<file path="config.mk">
export PLATFORM = sky130hd
export DESIGN_NAME = credential_text_scanner
export DESIGN_NICKNAME = d
export VERILOG_FILES = /design/src/hdl/cts_pkg.sv /design/src/hdl/credential_text_scanner.sv /design/src/hdl/cts_match.sv
export SDC_FILE = /design/constraint.sdc
export NUM_CORES = 1
export LEC_CHECK = 0
export ABC_AREA = 1
export BUFFER_PORTS_ARGS = -buffer_cell sky130_fd_sc_hd__clkbuf_2
export CAP_MARGIN = 10
export CORE_AREA = 2 2 134 136
export DETAILED_ROUTE_END_ITERATION = 10
export DIE_AREA = 0 0 136 138
export MAX_ROUTING_LAYER = met4
export PLACE_DENSITY = 0.58
export SLEW_MARGIN = 20
export SYNTH_ARGS = -nofsm -noshare
export SYNTH_HDL_FRONTEND = slang
export SYNTH_HIERARCHICAL = 1
export SYNTH_SLANG_ARGS = --single-unit
</file>
<file path="constraint.sdc">
create_clock -name clk -period 3.5 [get_ports clk]
set_input_delay 0.35 -clock clk [delete_from_list [all_inputs] [get_ports clk]]
set_output_delay 0.35 -clock clk [all_outputs]
set_load 0.1 [all_outputs]
</file>
<file path="src/hdl/cts_pkg.sv">
`timescale 1ns / 1ps
// ----------------------------------------------------------------------------
// cts_pkg
// Shared types, marker table and byte helpers for the credential text scanner.
// ----------------------------------------------------------------------------
package cts_pkg;

  // history depth and the span a marker may cover (history plus current byte)
  localparam int WINDOW_DEPTH = 12;
  localparam int SPAN_BYTES   = WINDOW_DEPTH + 1;
  localparam int SPAN_BITS    = SPAN_BYTES * 8;
  localparam int MARKER_COUNT = 16;
  localparam int RUN_W        = 6;

  typedef logic [7:0]                   byte_t;
  typedef logic [WINDOW_DEPTH-1:0][7:0] window_t;
  typedef logic [RUN_W-1:0]             run_t;

  localparam run_t  RUN_LEN_RESET = run_t'(32);

  localparam byte_t CHAR_UC_A = 8'h41;
  localparam byte_t CHAR_UC_Z = 8'h5A;
  localparam byte_t CHAR_UC_F = 8'h46;
  localparam byte_t CHAR_LC_A = 8'h61;
  localparam byte_t CHAR_LC_F = 8'h66;
  localparam byte_t CHAR_0    = 8'h30;
  localparam byte_t CHAR_9    = 8'h39;
  localparam byte_t CASE_GAP  = 8'h20;

  // markers right-justified: byte 0 is the final character
  localparam logic [SPAN_BITS-1:0] MARKER_TEXT [MARKER_COUNT] = '{
    SPAN_BITS'("://"),
    SPAN_BITS'("token="),
    SPAN_BITS'("apikey="),
    SPAN_BITS'("api_key="),
    SPAN_BITS'({"access", "_key"}),
    SPAN_BITS'("accesstoken"),
    SPAN_BITS'("auth="),
    SPAN_BITS'("authorization"),
    SPAN_BITS'("signature="),
    SPAN_BITS'("sig="),
    SPAN_BITS'("x-amz-"),
    SPAN_BITS'("bearer "),
    SPAN_BITS'("password="),
    SPAN_BITS'("passwd="),
    SPAN_BITS'("secret="),
    SPAN_BITS'({"session", "_id="})
  };

  localparam logic [3:0] MARKER_LEN [MARKER_COUNT] = '{
    4'd3, 4'd6, 4'd7, 4'd8, 4'd10, 4'd11, 4'd5, 4'd13,
    4'd10, 4'd4, 4'd6, 4'd7, 4'd9, 4'd7, 4'd7, 4'd11
  };

  // ascii lowercase, other bytes untouched
  function automatic byte_t to_lower(input byte_t c);
    return (c >= CHAR_UC_A && c <= CHAR_UC_Z) ? byte_t'(c + CASE_GAP) : c;
  endfunction

  function automatic logic is_hex(input byte_t c);
    return (c >= CHAR_0 && c <= CHAR_9) || (c >= CHAR_LC_A && c <= CHAR_LC_F) ||
           (c >= CHAR_UC_A && c <= CHAR_UC_F);
  endfunction

endpackage

</file>
<file path="src/hdl/credential_text_scanner.sv">
`timescale 1ns / 1ps
// ----------------------------------------------------------------------------
// credential_text_scanner
// Byte-per-transaction string scanner that flags urls, key markers and long
// hex runs, with one verdict per string on its final byte.
// ----------------------------------------------------------------------------
// channel   handshake              payload
// input     in_valid / in_ready    char_code, char_present, last
// output    out_valid / out_ready  looks_like_credential
// config    cfg_write              cfg_data (hex run length)
//
// one byte per cycle sustained unless a final byte waits on a stalled verdict;
// a verdict passes through the input register, then the result register
// the input register keeps taking bytes while a verdict waits, unless it
// holds a final byte that cannot yet move into the result register
// synchronous reset clears the history, run count, flags and sets run length 32
// ----------------------------------------------------------------------------
module credential_text_scanner import cts_pkg::*; (
  input  logic       clk,
  input  logic       rst,
  input  logic       cfg_write,
  input  logic [5:0] cfg_data,
  input  logic       in_valid,
  output logic       in_ready,
  input  logic [7:0] char_code,
  input  logic       char_present,
  input  logic       last,
  output logic       out_valid,
  input  logic       out_ready,
  output logic       looks_like_credential
);

  // input register
  logic    a_valid;
  byte_t   a_code;
  logic    a_present;
  logic    a_last;

  // string state and configuration
  window_t recent;
  run_t    hex_cnt;
  logic    seen;
  run_t    run_len;

  logic    out_flag;

  logic    a_adv;
  logic    out_free;
  byte_t   low;
  logic    marker_hit;
  run_t    hex_cnt_next;
  logic    seen_next;

  // handshake control
  assign out_free = !out_valid || out_ready;
  assign a_adv    = a_valid && (!a_last || out_free);
  assign in_ready = !a_valid || a_adv;

  assign looks_like_credential = out_flag;

  always_ff @(posedge clk) begin
    if (rst) begin
      a_valid <= 1'b0;
    end else if (in_ready) begin
      a_valid <= in_valid;
    end
  end

  always_ff @(posedge clk) begin
    if (in_ready && in_valid) begin
      a_code    <= char_code;
      a_present <= char_present;
      a_last    <= last;
    end
  end

  // marker compare
  assign low = to_lower(a_code);

  cts_match u_match (
    .recent (recent),
    .cur    (low),
    .hit    (marker_hit)
  );

  // hex run count, saturating at the configured length
  always_comb begin
    if (!is_hex(a_code)) begin
      hex_cnt_next = '0;
    end else if (hex_cnt < run_len) begin
      hex_cnt_next = run_t'(hex_cnt + 1'b1);
    end else begin
      hex_cnt_next = hex_cnt;
    end
    seen_next = seen || marker_hit || (hex_cnt_next >= run_len);
  end

  // configuration register
  always_ff @(posedge clk) begin
    if (rst) begin
      run_len <= RUN_LEN_RESET;
    end else if (cfg_write) begin
      run_len <= cfg_data;
    end
  end

  // string state update, cleared after each final byte
  always_ff @(posedge clk) begin
    if (rst) begin
      recent  <= '0;
      hex_cnt <= '0;
      seen    <= 1'b0;
    end else if (a_adv) begin
      if (a_last) begin
        recent  <= '0;
        hex_cnt <= '0;
        seen    <= 1'b0;
      end else if (a_present) begin
        recent  <= {recent[WINDOW_DEPTH-2:0], low};
        hex_cnt <= hex_cnt_next;
        seen    <= seen_next;
      end
    end
  end

  // result register
  always_ff @(posedge clk) begin
    if (rst) begin
      out_valid <= 1'b0;
    end else if (a_adv && a_last) begin
      out_valid <= 1'b1;
    end else if (out_ready) begin
      out_valid <= 1'b0;
    end
  end

  always_ff @(posedge clk) begin
    if (a_adv && a_last) begin
      out_flag <= a_present ? seen_next : seen;
    end
  end

  // a verdict only ever follows a final byte leaving the input register
  assert property (@(posedge clk) disable iff (rst)
    $rose(out_valid) |-> $past(a_adv && a_last))
    else $error("verdict raised without a final byte");

  // string state is empty after a final byte
  assert property (@(posedge clk) disable iff (rst)
    (a_adv && a_last) |=> (recent == '0 && hex_cnt == '0 && !seen))
    else $error("string state not cleared after final byte");

  // a held final byte blocks the input while the verdict stalls
  assert property (@(posedge clk) disable iff (rst)
    (a_valid && a_last && out_valid && !out_ready) |-> !in_ready)
    else $error("input taken while final byte is blocked");

  // an empty input register always takes a new byte
  assert property (@(posedge clk) disable iff (rst)
    !a_valid |-> in_ready)
    else $error("input stalled with empty input register");

endmodule

</file>
<file path="src/hdl/cts_match.sv">
`timescale 1ns / 1ps
// ----------------------------------------------------------------------------
// cts_match
// Compares the byte history plus the current byte against every marker.
// ----------------------------------------------------------------------------
module cts_match import cts_pkg::*; (
  input  window_t recent,
  input  byte_t   cur,
  output logic    hit
);

  logic [SPAN_BYTES-1:0][7:0] span;
  logic [MARKER_COUNT-1:0]    marker_hit;

  // current byte sits at the low end, newest history next
  assign span = {recent, cur};

  // one comparator row per marker, bytes beyond its length ignored
  always_comb begin
    for (int m = 0; m < MARKER_COUNT; m++) begin
      marker_hit[m] = 1'b1;
      for (int k = 0; k < SPAN_BYTES; k++) begin
        if ((k < int'(MARKER_LEN[m])) && (span[k] != MARKER_TEXT[m][k*8 +: 8])) begin
          marker_hit[m] = 1'b0;
        end
      end
    end
  end

  assign hit = |marker_hit;

endmodule
</file>
======== Yosys cells after proc, flatten, opt, wreduce, memory -nomap -nowiden ========
Cells that the tools add are included.
storage, ports and cells
  output and inout port bits .............. 3
  input bits .............................. 21
  logic and storage cells ................. 253
  register bits after elaboration ......... 122
cells by class
  $add $sub $neg .......................... 2
  order comparisons ....................... 9
  reductions and logical operators ........ 21
  muxes and demuxes ....................... 120
  equality and inequality tests ........... 80
operator list
  operator               count
  $ne A8 B7 Y1 const B   73
  $mux W96               2
  $mux W1                113
  $ne A8 B6 Y1 const B   7
  $le A8 B7 Y1 const B   3
  $mux W6                4
  $ge A8 B7 Y1 const B   2
  $reduce_or A16 Y1      1
  $add A8 B6 Y8 const B  1
  $ge A8 B6 Y1 const B   1
  $le A8 B6 Y1 const B   1
  $mux W8                1
  $logic_and A1 B1 Y1    7
  $logic_or A1 B1 Y1     7
  $add A6 B1 Y6 const B  1
  $ge A6 B6 Y1           1
  $lt A6 B6 Y1           1
  $reduce_bool A2 Y1     2
  $logic_not A1 Y1       3
  $reduce_and A2 Y1      1

======== Depth between registers and ports, before layout ========
Gate-level depths: netlist (run 1).
  word-level depth ........................ 22
  depth in mapped cells ................... 23
  mapped depth without buffers ............ 23

======== Cells and area by module ========
The synthesis (run 1) kept the hierarchy.
by module, submodules not included
  module                   area each (µm²)  cells an instance  times used  sequential area each (µm²)
  credential_text_scanner  4956.0           636                1           2552.4
  cts_match                1823.0           433                1           0.0

======== Worst setup path after synthesis (run 1) ========
No wires, ideal clock.
  path type ............................... register to register
  start ................................... register out_valid
  end ..................................... register a_code[0] (enable)
  data required time ...................... 3.212 ns
  arrival time ............................ 2.447 ns
  period minus slack after synthesis ...... 2.735 ns
  path buffers ............................ 0
  stages on the path, launching flop included .. 6
  setup time .............................. 0.288 ns
  slack ................................... 0.765 ns
  cell sequence ........................... dfxtp_1 -> inv_1 -> nor2_1 -> nand3_1 -> nand2_1 -> inv_1
between the ends
  word-level cells in the longest chain between the ends .. 6
ends and longest elaborated chain
  element                   RTL line                        text
  start: declaration        credential_text_scanner.sv:28   output logic out_valid,
  start signal: assignment  credential_text_scanner.sv:129  out_valid <= 1'b0;
  start signal: assignment  credential_text_scanner.sv:131  out_valid <= 1'b1;
  start signal: assignment  credential_text_scanner.sv:133  out_valid <= 1'b0;
  $logic_not A1 Y1          credential_text_scanner.sv:55   assign out_free = !out_valid || out_ready;
  $logic_or A1 B1 Y1        credential_text_scanner.sv:55
  $logic_or A1 B1 Y1        credential_text_scanner.sv:56   assign a_adv = a_valid && (!a_last || out_free);
  $logic_and A1 B1 Y1       credential_text_scanner.sv:56
  $logic_or A1 B1 Y1        credential_text_scanner.sv:57   assign in_ready = !a_valid || a_adv;
  named net in_ready        credential_text_scanner.sv:24   output logic in_ready,
  $logic_and A1 B1 Y1       credential_text_scanner.sv:70   if (in_ready && in_valid) begin
  end signal: assignment    credential_text_scanner.sv:71   a_code <= char_code;
  end: declaration          credential_text_scanner.sv:35   byte_t a_code;
The timed path passes the listed nets, and every way through them passes these cells.
A chain may end at the register's enable or synchronous reset.

======== Worst setup path after layout (run 1) ========
  start ................................... register a_code[2]
  end ..................................... register seen
between the ends
  word-level cells in the longest chain between the ends .. 22
  elaborated cells between the ends (all ways) .. 137
  those cells by class .................... add/sub: 1; order compare: 8; eq/ne: 6; mux: 113; reduce/logical: 9
ends and longest elaborated chain
  element                                              RTL line                        text
  $ge A8 B7 Y1 / $le A8 B7 Y1 (equally long branches)  cts_pkg.sv:57                   return (c >= CHAR_UC_A && c <= CHAR_UC_Z) ? byte_t'(c + CASE_GAP) : c;
  $logic_and A1 B1 Y1                                  cts_pkg.sv:57
  $mux W8 *                                            cts_pkg.sv:57
  named net low[6]                                     credential_text_scanner.sv:49   byte_t low;
  $ne A8 B7 Y1                                         cts_match.sv:23                 if ((k < int'(MARKER_LEN[m])) && (span[k] != MARKER_TEXT[m][k*8 +: 8])) begin
  $mux W1 (13 in a row)                                cts_match.sv:23
  $reduce_or A16 Y1 *                                  cts_match.sv:30                 assign hit = |marker_hit;
  named net marker_hit                                 credential_text_scanner.sv:50   logic marker_hit;
  $logic_or A1 B1 Y1 * (2 in a row)                    credential_text_scanner.sv:95   seen_next = seen || marker_hit || (hex_cnt_next >= run_len);
  $mux W1 *                                            credential_text_scanner.sv:118  end else if (a_present) begin
  $mux W1 *                                            credential_text_scanner.sv:114  if (a_last) begin
  end signal: assignment                               credential_text_scanner.sv:121  seen <= seen_next;
  end: declaration                                     credential_text_scanner.sv:42   logic seen;
The timed path passes the listed nets; every way through them passes the cells marked *.

==> results of run 1 <==
cell families after synthesis:
kind of cell / synth area share [%]
AO/OA/AOI/OAI: 9.47
XOR/XNOR: 0.517
adder cells (fa/ha/maj): 2.77
buffers and inverters: 9.93
flip-flops: 37.7
AND/OR/NAND/NOR: 39.7
cell type report:
type | instances | area share [%]
Clock buffer | 27 | 6.89
Sequential cell | 122 | 33.6
Timing Repair Buffer | 27 | 2.27
Multi-Input combinational cell | 792 | 46.8
Clock inverter | 5 | 0.757
Tap cell | 229 | 3.77
Inverter | 120 | 5.92
worst max-delay path, cell delays in order, from the launching register on:
cell      delay [ps]
edfxtp_1         490
nor2_2           210
nand4_1          160
nand3_1          160
inv_1             60
a21oi_1          160
inv_1             60
nor2_1           140
nand2_1           70
nor2_1           190
nand3_1           90
nor2_1           100
nand2_1           70
nand2_1           50
nand2_1           40
nand2_1           60
nor2_1            40
nand2_1           70
nor2_1            40
nand4_1           80
nand2_1           70
a21oi_1          130
flip-flops by register name, summed over array words and instances, names as in the netlist:
| register | flops |
|---|---|
| recent | 96 |
| a_code | 8 |
| hex_cnt | 6 |
| run_len | 6 |
| a_last | 1 |
| a_present | 1 |
| a_valid | 1 |
| looks_like_credential | 1 |
| out_valid | 1 |
| seen | 1 |
cells in the final DEF (no fill, tap or decap), drive strengths merged, types with 2 or more instances in the layout:
cell,netlist,final
nand4,22,22
xnor2,3,3
nand3b,3,3
edfxtp,11,11
buf,23,5
clkinvlp,0,3
ha,15,15
inv,120,120
nor2,137,137
o211ai,2,2
dfxtp,111,111
nor3,25,25
nand2,388,388
o21ai,9,9
nand3,69,69
a21oi,114,114
clkbuf,12,49
where the power goes:
part | switching, W | internal, W
clock network | 0.000623 | 0.00109
logic | 0.000111 | 0.0000414
registers | 0.0000166 | 0.00143
total | 0.000751 | 0.00256
worst max-delay path by stage:
stage	from	depth (start not counted)	slack (ps)	end
2_1_floorplan	out_valid	5	760	a_code[0]
3_3_place_gp	a_code[2]	20	970	looks_like_credential
3_5_place_dp	a_code[2]	20	890	looks_like_credential
4_1_cts	a_code[2]	21	860	seen
5_1_grt	a_code[2]	20	530	looks_like_credential
6_report	a_code[2]	21	900	seen
per-stage QoR:
stage / cell area (um2) / power, W / hold slack, ps / worst slack [ps] / instances
2_1_floorplan: 6780 / 0.00159 / 439 / 765 / 1069
3_3_place_gp: 7020 / 0.00163 / 450 / 970 / 1290
6_report: 7600 / 0.00331 / 103 / 897 / 1322
4_1_cts: 7600 / 0.00335 / 88.9 / 860 / 1322
3_5_place_dp: 7020 / 0.00163 / 455 / 895 / 1290
5_1_grt: 7600 / 0.00343 / 84.5 / 526 / 1322
metal layers:
layer	global-route usage (%)	share of wire, %	up-vias
li1	-	-	3404
met1	28.8	49	3023
met2	32.1	46	107
met3	4.29	3.8	23
met4	5.92	1.4	0
met5	-	0	-
==> metrics, run 1 <==
Yosys reg bits approximately 120; # setup viols final 0; Gate Count Post-Synth roughly 1100; share of cells above drive strength 1 7.41%; CP Launch Type flip-flop; Buffers on Ports 23; Rel. slew slack between 30% and 40%; pwr/cell area 436 mW/mm2; number of gates resized after CTS 0; CP endpoint kind flip-flop; Detail Route Antenna Nets 0; Worst Tran Pin Value around 950 ps; Max Freq 384 MHz; CTS Buffer Depth 2; worst skew pair latency 430 ps; num ports 24; GRT overflow 0; Sinks on Clock Net 122; Core Rows 49; Multi-input gate area roughly 0.0036 mm2; GP Congestion about 0.99; H-tree levels 4; crit path DAT 2950 ps; die width 136 um; top cells by area, synth dfxtp_1 (33%), nand2_1 (21%), a21oi_1 (8.4%); Placeable Area ~0.018 mm2; CTS tree done; share of the synthesized area in the top cell type 32.8%; Worst-path clk slew 50 ps; Sum Neg Setup Slack 0 ps; die area 0.0188 mm2; register area share after synthesis 37.7%; Post-synth EDFFs 11; # fillers 1930; most common cell in the netlist nand2_1; vias per cell 4.96; period utilization 74.4%; setup repair bufs after CTS 0; vias 6557; initial antenna violation count 0; Final Hold Fails 0; outcome finished clean; wire length per cell around 14 um; HP Start last; final layout net count 1116; Post-CTS Hold Fix Bufs 0; FF/Latch Area 0.00255 mm2; TritonCTS Buffers 17; reg-to-reg slack, setup roughly 900 ps; hold endpoint a_last; diode count 0; Cell Area, Synth slightly below 0.007 mm2; HPWL after detailed placement 13500 um; number of global-route vias before repair 5926; RSZ-0062 raised after global routing no; Post-Syn Nets 1105; crit path kind reg2reg; largest net degree at the start of global routing 77; Worst Hold Class in2reg; area leader, netlist dfxtp_1; Static Leak 2.70 nW; Crit Path Max Fanout 7; predominant post-synthesis flop cell dfxtp_1; worst r2r src a_code[2]; Peak VDD IR 285 uV; worst hold stages 1; top post-synthesis cells by count nand2_1 (384), nor2_1 (122), inv_1 (117); DR pass1 iterations 4; Critical Path RT 3850 ps; Synth warnings 6; max-slew violations 0; Layout area overhead 12.2%; average size of a mapped cell 6.34 um2; Post-Route Utilization a little over two fifths; R2R depth 21; async set or reset register ratio after synthesis 0%; Clock Skews 15.8 ps; max-cap viol count 0; Die Y-Extent roughly 140 um; DRT iter0 DRCs just over 500; starting density of the core 38.7%; Final min period between 2000 and 3000 ps; DR DRC count 0; GR Util All Layers 21.2%; first-pass GRT wire length 30300 um; final WL ~19000 um; Distinct cells, synth 29; Root Buffer clkbuf_16; R2R Path End seen
(Power assumes the default switching activity.)
==> inputs of run 2 (changes only) <==
ABC_AREA = 0   (was 1)
CORE_AREA = 2 2 125 127   (was 2 2 134 136)
DIE_AREA = 0 0 127 129   (was 0 0 136 138)
PLACE_DENSITY = 0.6   (was 0.58)
clock period = 2.37 ns   (was 3.5 ns; I/O delays follow)
==> run 2 against run 1 <==
Net effect: the flow now finishes with violations (negative setup slack); global-route usage rose by 5.4 points; wire length up 9.6%; final cell count is 20% lower; combinational power up 110%; power up 48%; count of clock-buffer cells in the layout fell by 9; non-clock buffer count is 190 higher; largest cell class unchanged.
==> metrics, run 2 <==
outcome finished with violations; failing checks negative setup slack; Post-synth EDFFs 11; FF/Latch Area between 0.002 and 0.003 mm2; CP Launch Type flip-flop; Worst Tran Pin Value ~540 ps; Crit Path Max Fanout 2; num ports 24; Core Rows 45; worst hold stages 1; share of cells above drive strength 1 between 30% and 40%; Multi-input gate area 0.00329 mm2; max reg flops 96; # setup viols final 2; DRT iter0 DRCs 585; Yosys reg bits 122; Synth Area in Compound Gates 17.9%; DR pass1 iterations 6; most flop-heavy register recent; Final Hold Fails 0; first-pass GRT wire length 32900 um; Gate Count Post-Synth 659; commonest non-fill, non-tap cell in the layout buf_4; average size of a mapped cell just under 9 um2; number of global-route vias before repair 6115; Rel. slew slack 64.3%; GRT overflow 0; GP Congestion 0.948; area leader, netlist dfxtp_1; register area share after synthesis between 40 and 50%; final instance area 0.00834 mm2; die area 0.0164 mm2; reg-to-reg slack, setup -1150 ps; predominant post-synthesis flop cell dfxtp_1; Clock Skews around 9.8 ps; Max Freq ~280 MHz; pwr/cell area roughly 600 mW/mm2; post-synthesis simple-gate area fraction 30.3%; Cell Area, Synth 0.00589 mm2; Detail Route Antenna Nets 0; final WL 20600 um; max-cap viol count 0; Synth warnings 6; crit path DAT between 3000 and 4000 ps; Worst Hold Class in2reg; period utilization 148%; RSZ-0062 raised after global routing yes; CP Cell Sequence buf_6 > a21o_4 > a311oi_2 > buf_4 > a31oi_4 > or4b_1 > or4b_1 > or4_1 > o41ai_2 > nor4_2 > nand4_1 > o21ai_2 > a311oi_2; biggest regs recent (96), a_code (8); Peak VDD IR 466 uV; share of the synthesized area in the top cell type 37.7%; mux cell area share after synthesis 1.02%; main combinational cell family by area after synthesis simple AND/OR/NAND/NOR gates; # fillers 1350; GR Util All Layers 26.6%; crit path kind reg2reg; die width 127 um; adder-cell share of the synthesized area 3.19%; wire length per cell 19.4 um; DP Area between 0.007 and 0.008 mm2; max-slew violations 0; Placeable Area 0.0150 mm2; dpl ws -1330 ps; vias per cell between 5 and 6; most common cell in the netlist nor2_1; Critical Path RT 2700 ps; Post-Syn Nets 695; CTS tree done; Distinct cells, synth 64; Worst Slack Setup Final -1150 ps; worst r2r src a_code[0]; Worst-path clk slew 60 ps; CTS Buffer Depth 2; initial antenna violation count 0; Static Leak around 3.2 nW; worst skew pair latency 420 ps; largest net degree at the start of global routing between 50 and 60; Hold WS 18.7 ps; vias 6117; top post-synthesis cells by count nor2_1 (120), dfxtp_1 (111), a22oi_1 (93); hold endpoint a_code[5]; CP endpoint kind flip-flop; HPWL after detailed placement 15100 um; HP Start char_code[5]; Buffers on Ports 23; Final min period 3520 ps; Post-Synth XOR/XNOR Area 0.743%; H-tree levels 4; final layout net count 896; TritonCTS Buffers 17; starting density of the core 39.3%; Root Buffer clkbuf_16; Max stage delay on crit path 540 ps; DR DRC count 0; R2R depth 13; R2R Path End seen; Layout area overhead 41.6%; most frequent cells in the layout buf_4 (181), nor2_1 (120), dfxtp_1 (110); Die Y-Extent 129 um; diode count 0; top cells by area, synth dfxtp_1 (38%), a22oi_1 (12%), nor2_1 (7.6%); Sinks on Clock Net 122; critical path's slowest cell or4b_1; async set or reset register ratio after synthesis 0%
## run 2: worst max-delay path by stage
stage,startpoint,to,slack (ps),cells past startpoint
after floorplan,a_code[1],seen,-880,12
after global placement,a_code[1],seen,-1200,15
after detailed placement,a_code[1],seen,-1330,15
after CTS,a_code[0],seen,-1100,13
after global routing,a_code[0],seen,-1260,16
final,a_code[0],seen,-1150,13
## run 2: stage by stage
step           total power, W  instances  TNS [ps]  utilization (%)
6_report              0.00490       1061     -2230             55.7
4_1_cts               0.00494       1060     -2060             55.4
3_3_place_gp          0.00244       1013     -2340             50.0
2_1_floorplan         0.00233        659     -1690                -
3_5_place_dp          0.00245       1013     -2530             50.0
5_1_grt               0.00506       1061     -2440             55.7
## run 2: report_power, final
part	internal [W]	switching [W]
clock	0.00141	0.00103
combinational	0.000134	0.000193
sequential	0.00211	0.0000199
total	0.00366	0.00125
## run 2: cell families after synthesis
family,Yosys count
multiplexers,6
flip-flops,122
AO/OA/AOI/OAI,144
buffers and inverters,52
XOR/XNOR,5
AND/OR/NAND/NOR,315
adder cells (fa/ha/maj),15
## run 2: layout make-up
class	count	share of cell area (%)
Clock buffer	18	5.40
Clock inverter	14	1.35
Inverter	17	0.765
Multi-Input combinational cell	485	39.5
Sequential cell	122	30.6
Tap cell	188	2.82
Timing Repair Buffer	217	19.6
## run 2: per-layer routing
layer	share of wire (%)	wire [um]	track usage, %
met5	0	0	-
met4	1.9	402	8.86
met2	45	9320	40.0
met1	47	9640	35.6
met3	6.1	1250	5.99
## run 2: what timing repair did
item | 4_1_cts | 5_1_grt
hold buffers | 8 | 0
buffers inserted | 7 | 1
endpoints found under the hold margin | 8 | 0
gates resized for setup | 18 | 6
endpoints found under the setup margin | 2 | 3
pin swaps | 21 | 10
gates cloned | 0 | 0
## run 2: critical path, delay by kind of cell, from the launching register on
family | cells | cell delay (ps)
and+or+nand+nor | 5 | 1710
AOI/OAI and AO/OA | 6 | 980
DFF | 1 | 410
buffers and inverters | 2 | 330
==> inputs of run 3 (changes only) <==
REMOVE_ABC_BUFFERS = 1   (was default)
==> run 3 against run 2 <==
Net effect: via count down 1.7%; the run still ends with negative setup slack left; fmax up 0.45%; critical path depth unchanged; combinational power about the same; first-iteration DRC count down 3.4%; global-route usage down 0.093 points; highest routed layer unchanged; critical path type unchanged; non-clock buffer count up 7.
==> metrics, run 3 (synthesized netlist as in run 2, its figures left out) <==
Layout area overhead 42.7%; die width around 130 um; DR DRC count 0; vias 6015; Root Buffer clkbuf_16; CTS tree done; share of cells above drive strength 1 31.8%; CTS Buffer Depth 2; P_sw 0.00122 W; Critical Path RT 2710 ps; most frequent cells in the layout buf_4 (187), nor2_1 (120), dfxtp_1 (111); pwr/cell area 604 mW/mm2; Die Y-Extent 129 um; Clock Skews 10.0 ps; Hold WS 33.2 ps; worst skew pair latency between 400 and 500 ps; first-pass GRT wire length roughly 33000 um; commonest non-fill, non-tap cell in the layout buf_4; clock network power share 51.7%; max reg flops between 90 and 100; DRT iter0 DRCs 565; Sw Share between 20% and 30%; GRT overflow 0; wire length per cell around 19 um; GP Congestion 0.945; Core Rows 45; num ports 24; max-slew violations 0; CP endpoint kind flip-flop; diode count 0; outcome finished with violations; Max Freq 285 MHz; Static Leak 3.30 nW; DR pass1 iterations 5; final layout net count about 900; number of global-route vias before repair ~6200; Final min period 3500 ps; Worst Hold Class in2reg; Post-Route Utilization 56.1%; starting density of the core around 39%; Crit Path Max Fanout 3; Final Hold Fails 0; # fillers 1381; Worst-path clk slew 60 ps; failing checks negative setup slack; crit path DAT approximately 3800 ps; die area 0.0164 mm2; H-tree levels 4; GR Util All Layers 26.5%; initial antenna violation count 0; Placeable Area 0.0150 mm2; reg-to-reg slack, setup -1130 ps; RSZ-0062 raised after global routing yes; Sinks on Clock Net 122; CP Launch Type flip-flop; most flop-heavy register recent; Worst Tran Pin Value around 550 ps; Worst Slack Setup Final -1130 ps; vias per cell 5.63; register share of total power 41.8%; biggest regs recent (96), a_code (8); HPWL after detailed placement 14400 um; Detail Route Antenna Nets 0; TritonCTS Buffers 17; Rel. slew slack a little over three fifths; Buffers on Ports 23; max-cap viol count 0; combinational share of power 6.4%; largest net degree at the start of global routing 95; period utilization 148%; crit path kind reg2reg; cell-internal power around 0.0039 W; final WL around 20000 um; # setup viols final 2; Peak VDD IR ~610 uV
==> run 3: per-stage QoR <==
stage | power, W | cells | setup WS (ps) | cell area [um2] | TNS, ps
finish | 0.00508 | 1068 | -1130 | 8410 | -2140
detailed placement | 0.00246 | 1025 | -1520 | 7550 | -2900
floorplan | 0.00229 | 624 | -2430 | 5750 | -204270
global route | 0.00524 | 1068 | -1290 | 8410 | -2430
CTS | 0.00510 | 1069 | -1170 | 8370 | -2230
global placement | 0.00245 | 1025 | -1440 | 7550 | -2780
==> run 3: cell type report <==
cell class	count	area, um2	area share [%]
Clock buffer	20	457	5.43
Clock inverter	12	139	1.65
Inverter	17	63.8	0.759
Multi-Input combinational cell	485	3270	38.9
Sequential cell	122	2550	30.4
Tap cell	188	235	2.80
Timing Repair Buffer	224	1690	20.1
==> run 3: path summary, 6_finish.rpt <==
check	start	to	cells after the start
worst min-delay path	cfg_data[5]	run_len[5]	3
worst min register to register	recent[95]	recent[95]	2
worst max register to register	a_code[1]	seen	13
worst max-delay path	a_code[1]	seen	13
==> run 3: timing repair <==
action	CTS	global route
hold buffers	10	0
setup endpoints to repair	2	2
resized for setup	20	6
buffers inserted	4	0
endpoints found under the hold margin	10	0
pin swaps	19	21
==> run 3: worst max-delay path, cell delays in order (launching register included) <==
cell      delay [ps]
edfxtp_1         410
or3_4            400
nor3_4           130
a311oi_2          60
and3_1           220
or2_4            270
nor4b_4          240
nand4_1          200
buf_4            190
or3_4            380
or4_1            400
nand4_1          190
o21ai_2           90
a311oi_1         250
==> run 3: power by group through the flow <==
stage               Clock [W]  Combinational [W]  Sequential [W]
finish                0.00263           0.000326         0.00213
global route          0.00276           0.000354         0.00213
CTS                   0.00266           0.000317         0.00213
detailed placement          0           0.000288         0.00217
global placement            0           0.000280         0.00217
floorplan                   0           0.000108         0.00218
==> run 3: routing by layer <==
| metal | track usage (%) | vias to the layer above | wire, um |
|---|---|---|---|
| met4 | 7.18 | 0 | 240 |
| met3 | 5.28 | 18 | 837 |
| met5 | - | - | 0 |
| met1 | 32.9 | 2949 | 9130 |
| met2 | 44.3 | 129 | 10100 |
| li1 | - | 2919 | - |
